==> src/rtl/core/cc20_pkg.sv <==
package cc20_pkg;

   localparam int ROUNDS_DEFAULT = 20;

   localparam logic [31:0] SIGMA0 = 32'h61707865;
   localparam logic [31:0] SIGMA1 = 32'h3320646e;
   localparam logic [31:0] SIGMA2 = 32'h79622d32;
   localparam logic [31:0] SIGMA3 = 32'h6b206574;

   localparam int CSR_IDX_W = 3;
   localparam logic [CSR_IDX_W-1:0] CSR_KEY01      = 3'd0;
   localparam logic [CSR_IDX_W-1:0] CSR_KEY23      = 3'd1;
   localparam logic [CSR_IDX_W-1:0] CSR_KEY45      = 3'd2;
   localparam logic [CSR_IDX_W-1:0] CSR_KEY67      = 3'd3;
   localparam logic [CSR_IDX_W-1:0] CSR_NONCE_LOW  = 3'd4;
   localparam logic [CSR_IDX_W-1:0] CSR_NONCE_HIGH = 3'd5;
   localparam logic [CSR_IDX_W-1:0] CSR_CTR_START  = 3'd6;

   localparam logic [4:0] POS_EMPTY = 5'd16;

   typedef enum logic [1:0] {
      ST_IDLE,
      ST_ROUND,
      ST_ADD,
      ST_EMIT
   } state_type;

   typedef struct packed {
      logic accept;
      logic round_en;
      logic diag;
      logic add_en;
      logic emit;
   } cmd_type;

   typedef struct packed {
      logic need_block;
      logic out_busy;
   } status_type;

   function automatic logic [31:0] rotl(logic [31:0] x, int n);
      return (x << n) | (x >> (32 - n));
   endfunction

   function automatic logic [127:0] quarter(logic [31:0] a, logic [31:0] b,
                                            logic [31:0] c, logic [31:0] d);
      logic [31:0] ta;
      logic [31:0] tb;
      logic [31:0] tc;
      logic [31:0] td;
      ta = a + b;
      td = rotl(d ^ ta, 16);
      tc = c + td;
      tb = rotl(b ^ tc, 12);
      ta = ta + tb;
      td = rotl(td ^ ta, 8);
      tc = tc + td;
      tb = rotl(tb ^ tc, 7);
      return {ta, tb, tc, td};
   endfunction

endpackage

==> src/rtl/core/cc20_controller.sv <==
module cc20_controller #(
   parameter int ROUNDS = cc20_pkg::ROUNDS_DEFAULT
) (
   input  logic                 clock,
   input  logic                 reset,
   input  logic                 req_valid,
   output logic                 req_stall,
   input  cc20_pkg::status_type status,
   output cc20_pkg::cmd_type    cmd
);

   localparam int RCW = (ROUNDS > 1) ? $clog2(ROUNDS) : 1;

   cc20_pkg::state_type state_ff;
   cc20_pkg::state_type state_in;
   logic [RCW-1:0]      cnt_ff;
   logic [RCW-1:0]      cnt_in;
   logic                last_round;

   assign last_round = (cnt_ff == RCW'(ROUNDS - 1));

   always_ff @(posedge clock) begin
      if (reset) begin
         state_ff <= cc20_pkg::ST_IDLE;
         cnt_ff   <= '0;
      end else begin
         state_ff <= state_in;
         cnt_ff   <= cnt_in;
      end
   end

   always_comb begin
      state_in = state_ff;
      cnt_in   = cnt_ff;
      case (state_ff)
         cc20_pkg::ST_IDLE: begin
            cnt_in = '0;
            if (req_valid) begin
               state_in = status.need_block ? cc20_pkg::ST_ROUND : cc20_pkg::ST_EMIT;
            end
         end
         cc20_pkg::ST_ROUND: begin
            cnt_in = cnt_ff + 1'b1;
            if (last_round) begin
               state_in = cc20_pkg::ST_ADD;
            end
         end
         cc20_pkg::ST_ADD: begin
            state_in = cc20_pkg::ST_EMIT;
         end
         cc20_pkg::ST_EMIT: begin
            if (!status.out_busy) begin
               state_in = cc20_pkg::ST_IDLE;
            end
         end
         default: begin
            state_in = cc20_pkg::ST_IDLE;
         end
      endcase
   end

   always_comb begin
      cmd       = '0;
      req_stall = 1'b1;
      case (state_ff)
         cc20_pkg::ST_IDLE: begin
            req_stall  = 1'b0;
            cmd.accept = req_valid;
         end
         cc20_pkg::ST_ROUND: begin
            cmd.round_en = 1'b1;
            cmd.diag     = cnt_ff[0];
         end
         cc20_pkg::ST_ADD: begin
            cmd.add_en = 1'b1;
         end
         cc20_pkg::ST_EMIT: begin
            cmd.emit = !status.out_busy;
         end
         default: begin
            cmd = '0;
         end
      endcase
   end

endmodule

==> config.mk <==
export PLATFORM = sky130hd
export DESIGN_NAME = cc20_controller
export DESIGN_NICKNAME = d
export VERILOG_FILES = /design/src/rtl/core/cc20_pkg.sv /design/src/rtl/core/cc20_controller.sv
export SDC_FILE = /design/constraint.sdc
export NUM_CORES = 1
export LEC_CHECK = 0
export BUFFER_PORTS_ARGS = -buffer_cell sky130_fd_sc_hd__buf_2
export CORE_AREA = 2 2 39 41
export CTS_BUF_LIST = sky130_fd_sc_hd__clkbuf_2 sky130_fd_sc_hd__clkbuf_4 sky130_fd_sc_hd__clkbuf_8
export DETAILED_ROUTE_END_ITERATION = 16
export DIE_AREA = 0 0 41 43
export GPL_ROUTABILITY_DRIVEN = 0
export PLACE_DENSITY = 0.57
export RECOVER_POWER = 50
export REMOVE_ABC_BUFFERS = 1
export SLEW_MARGIN = 20
export SYNTH_ARGS = -nofsm -noshare
export SYNTH_HDL_FRONTEND = slang
export SYNTH_SLANG_ARGS = --single-unit
==> constraint.sdc <==
create_clock -name clock -period 2.8 [get_ports clock]
set_input_delay 0.14 -clock clock [delete_from_list [all_inputs] [get_ports clock]]
set_output_delay 0.14 -clock clock [all_outputs]
set_load 0.01 [all_outputs]
---- After elaboration in Yosys (flattened, before gate mapping) ----
Cells that the tools add are included.
W data, S select, Z words.
operators by class
  add/sub/neg operators ................... 1
  eq/ne operators ......................... 7
  multiplexer cells ....................... 11
  reductions and logical operators ........ 4
operators by type and width
  kind                   count
  $mux W2                5
  $pmux W5 S2            1
  $pmux W2 S4            1
  $ne A2 B2 Y1 const B   3
  $add A5 B1 Y5 const B  1
  $eq A5 B5 Y1 const B   1
  $eq A2 B2 Y1 const B   2
  $mux W1                4
  $reduce_and A3 Y1      1
  $eq A2 B1 Y1 const B   1
  $logic_not A2 Y1       1
  $reduce_bool A2 Y1     1
  $logic_not A1 Y1       1
storage, ports and cells
  register bits ........................... 7
  input bits .............................. 5
  output and inout bits ................... 6
  word-level logic and storage cells ...... 25

---- Depth between registers and ports, before layout ----
  word-level depth ........................ 3
  depth in mapped cells ................... 6
  gate-level depth less buffers ........... 5

---- Worst setup path before layout ----
No wires, ideal clock.
  kind .................................... register to register
  start point ............................. register state_ff[0]
  end point ............................... register state_ff[0]
  setup time .............................. 0.072 ns
  data arrival time ....................... 1.314 ns
  required time ........................... 2.728 ns
  setup slack ............................. 1.414 ns
  stages on the path, launching flop included .. 5
  clock period less this slack ............ 1.386 ns
  path through ............................ dfxtp_1 > inv_1 > ha_1 > a222oi_1 > mux2i_1
between the ends
  word-level cells in the longest chain between the ends .. 3
RTL lines
  element                               line                   source
  from (decl)                           cc20_controller.sv:14  cc20_pkg::state_type state_ff;
  from (signal assigned)                cc20_controller.sv:24  state_ff <= cc20_pkg::ST_IDLE;
  from (signal assigned)                cc20_controller.sv:27  state_ff <= state_in;
  $eq A2 B1 Y1 (tied with other cells)  cc20_controller.sv:35  case (state_ff)
  $ne A2 B2 Y1 (no line)                n/a
  $reduce_and A3 Y1 (no line)           n/a
Several ways; a longest one is shown, not always the timed one.
A chain may end at the register's enable or synchronous reset.

---- Final worst setup path ----
  start point ............................. register state_ff[1]
  end point ............................... register state_ff[0]
The elaborated chain is that of the path after synthesis.

==> run metrics <==
outcome finished clean; Cell Pwr Density 856.9 nW/um2; critical path, cell by cell inv_1 -> ha_1 -> a222oi_1 -> mux2i_1; # DRC 0; CP endpoint state_ff[0]; Yosys Warn Count 0; Routed WL 815 um; die area 1763 um2; max-slew violation count 0; CP Max Fanout 13; Post-CTS Setup Repair Bufs 0; area grow syn2layout 20.57%; drt pass-1 iters 4; initial core utilization 31.65%; reg2reg setup slack 1250 ps; global route overflow 0; worst r2r dst state_ff[0]; Slew HR 66.71%; number of global-route vias before repair 330; share of cells above drive strength 1 19.67%; sequential area share after synthesis 32.00%; post-layout util 38.16%; Die H 43 um; num rows 14; synthesized area per cell 8.937 um2; Die W 41 um; Startpoint Class flop; fin nets 73; Arr. time, crit path 1730 ps; Max Clock Skew 1.470 ps; DR WL/cell 10.58 um; Leak 0.2403 nW; Worst Hold Class primary input to flop; Max clock buf depth 2; worst-case vdd ir drop 0.0003304 V; Unique masters post-synth 20; vias per cell 4.844; H-tree levels 1; Syn Inst Count 49; Max-cap violations 0; clk sinks 7; Antenna diodes 0; Worst setup EP type flop; global-route wire length before repair 1373 um; Worst path slowest cell a222oi_1; post-DP HPWL 646.1 um; worst slew pin tran 499.4 ps; final antenna-violating net count 0; CP startpoint state_ff[1]; Filler Cell Count 157; TritonCTS clock tree done; Clock transition at path regs 60 ps; CTS Hold Bufs 0; final hold vios 0; RR Startpoint state_ff[1]; Overall Power 452.5 uW; routed vias 373; Fmax achieved 0.6464 GHz; Period Utilization, post-route 55.25%; kind of critical path flop to flop; Root Driver clkbuf_4; CTS resizes 0; Worst-Skew Late Latency 250 ps; IO Port Bufs 10; Starting DRT DRC Count 5; Total Routing Usage GR 12.26%; Final min period 1547 ps; CTS buffer count 3; Worst path max stage delay 450 ps; core area 1384 um2; setup_tns 0 ps; Final setup viols 0; RSZ-0062 raised after global routing false; io pins 11; flops & latches, synth 7; Mapped Area 437.9 um2; CP Data Required Time 2980 ps; largest net degree at the start of global routing 14; WHS Path Cells 2; number of antenna violations at the first check in global routing 0; cells on worst reg2reg path 4
## flip-flops by register name, summed over array words and instances (netlist names)
signal	flops
state_ff	2
cnt_ff	5
## critical path, delay by kind of cell (launching register included)
| kind | cells | cell delay (ps) |
|---|---|---|
| DFF | 1 | 370 |
| buffers and inverters | 1 | 90 |
| muxes | 1 | 240 |
| adders and majority gates | 1 | 330 |
| AOI/OAI and AO/OA | 1 | 450 |
## how the worst min path moves through the flow
stage | startpoint | to | slack (ps)
floorplan | reset | cnt_ff[2] | 210
global placement | reset | cnt_ff[2] | 430
detailed placement | reset | cnt_ff[2] | 430
CTS | reset | cnt_ff[2] | 160
global route | reset | cnt_ff[2] | 160
finish | reset | cnt_ff[2] | 170
## metrics by stage
stage / setup slack [ps] / std cells / hold WS [ps] / instance area [um2]
2_1_floorplan: 1383 / 47 / 209.1 / 430.4
3_5_place_dp: 1243 / 73 / 431.1 / 500.5
4_1_cts: 1229 / 77 / 164.2 / 530.5
6_report: 1253 / 77 / 168.9 / 528.0
3_3_place_gp: 1262 / 73 / 432.4 / 500.5
5_1_grt: 1107 / 77 / 158.7 / 528.0
## cells in the mapped netlist
library cell / count / area, um2
dfxtp_1: 7 / 140.1
ha_1: 6 / 75.07
nor2_1: 5 / 18.77
a21oi_1: 4 / 20.02
inv_1: 4 / 15.01
mux2i_1: 3 / 30.03
a211oi_1: 2 / 15.01
clkbuf_1: 2 / 7.510
nand2b_1: 2 / 12.51
nand3_1: 2 / 10.01
nor2b_1: 2 / 12.51
xor2_1: 2 / 17.52
a211o_1: 1 / 8.760
a222oi_1: 1 / 10.01
and2_1: 1 / 6.260
nand3b_1: 1 / 7.510
nand4bb_1: 1 / 11.26
nor3b_1: 1 / 7.510
o21ai_0: 1 / 5.000
o21bai_1: 1 / 7.510
## where the power goes
part / switching (mW) / internal (mW)
Sequential: 0.0256 / 0.126
Clock: 0.0400 / 0.0642
Combinational: 0.110 / 0.0870
## cell families (layout without fill, tap and decap cells)
kind of cell               Yosys count  count (layout)  synth area share [%]
AOI/OAI and AO/OA                   10              10                 15.14
and+or+nand+nor                     15              15                 19.72
xor gates and xnor gates             2               2                 4.001
muxes                                3               3                 6.857
buffers and inverters                6              18                 5.142
DFF                                  7               7                 32.00
adders and majority gates            6               6                 17.14
## routing by layer
| metal | GRT usage [%] | part of all wire, % |
|---|---|---|
| met1 | 13.87 | 43 |
| met3 | 6.283 | 4.4 |
| met2 | 17.19 | 52 |
| met4 | 8.000 | 0 |
| met5 | 0 | 0 |
## placed cells by master, fill, tap and decap left out, drive strengths merged, types with 3 or more instances in the layout
cell type	netlist	final
inv	4	4
buf	0	8
a21oi	4	4
mux2i	3	3
nor2	5	5
dfxtp	7	7
ha	6	6
clkbuf	2	6
## final cells by class
class                           instances  area [um2]  share of cell area, %
Clock buffer                            4       30.03                  5.687
Inverter                                4       15.01                  2.844
Multi-Input combinational cell         36       275.3                  52.13
Sequential cell                         7       140.1                  26.54
Tap cell                               16       20.02                  3.791
Timing Repair Buffer                   10       47.55                  9.005
Power figures use the tool's default switching activity.
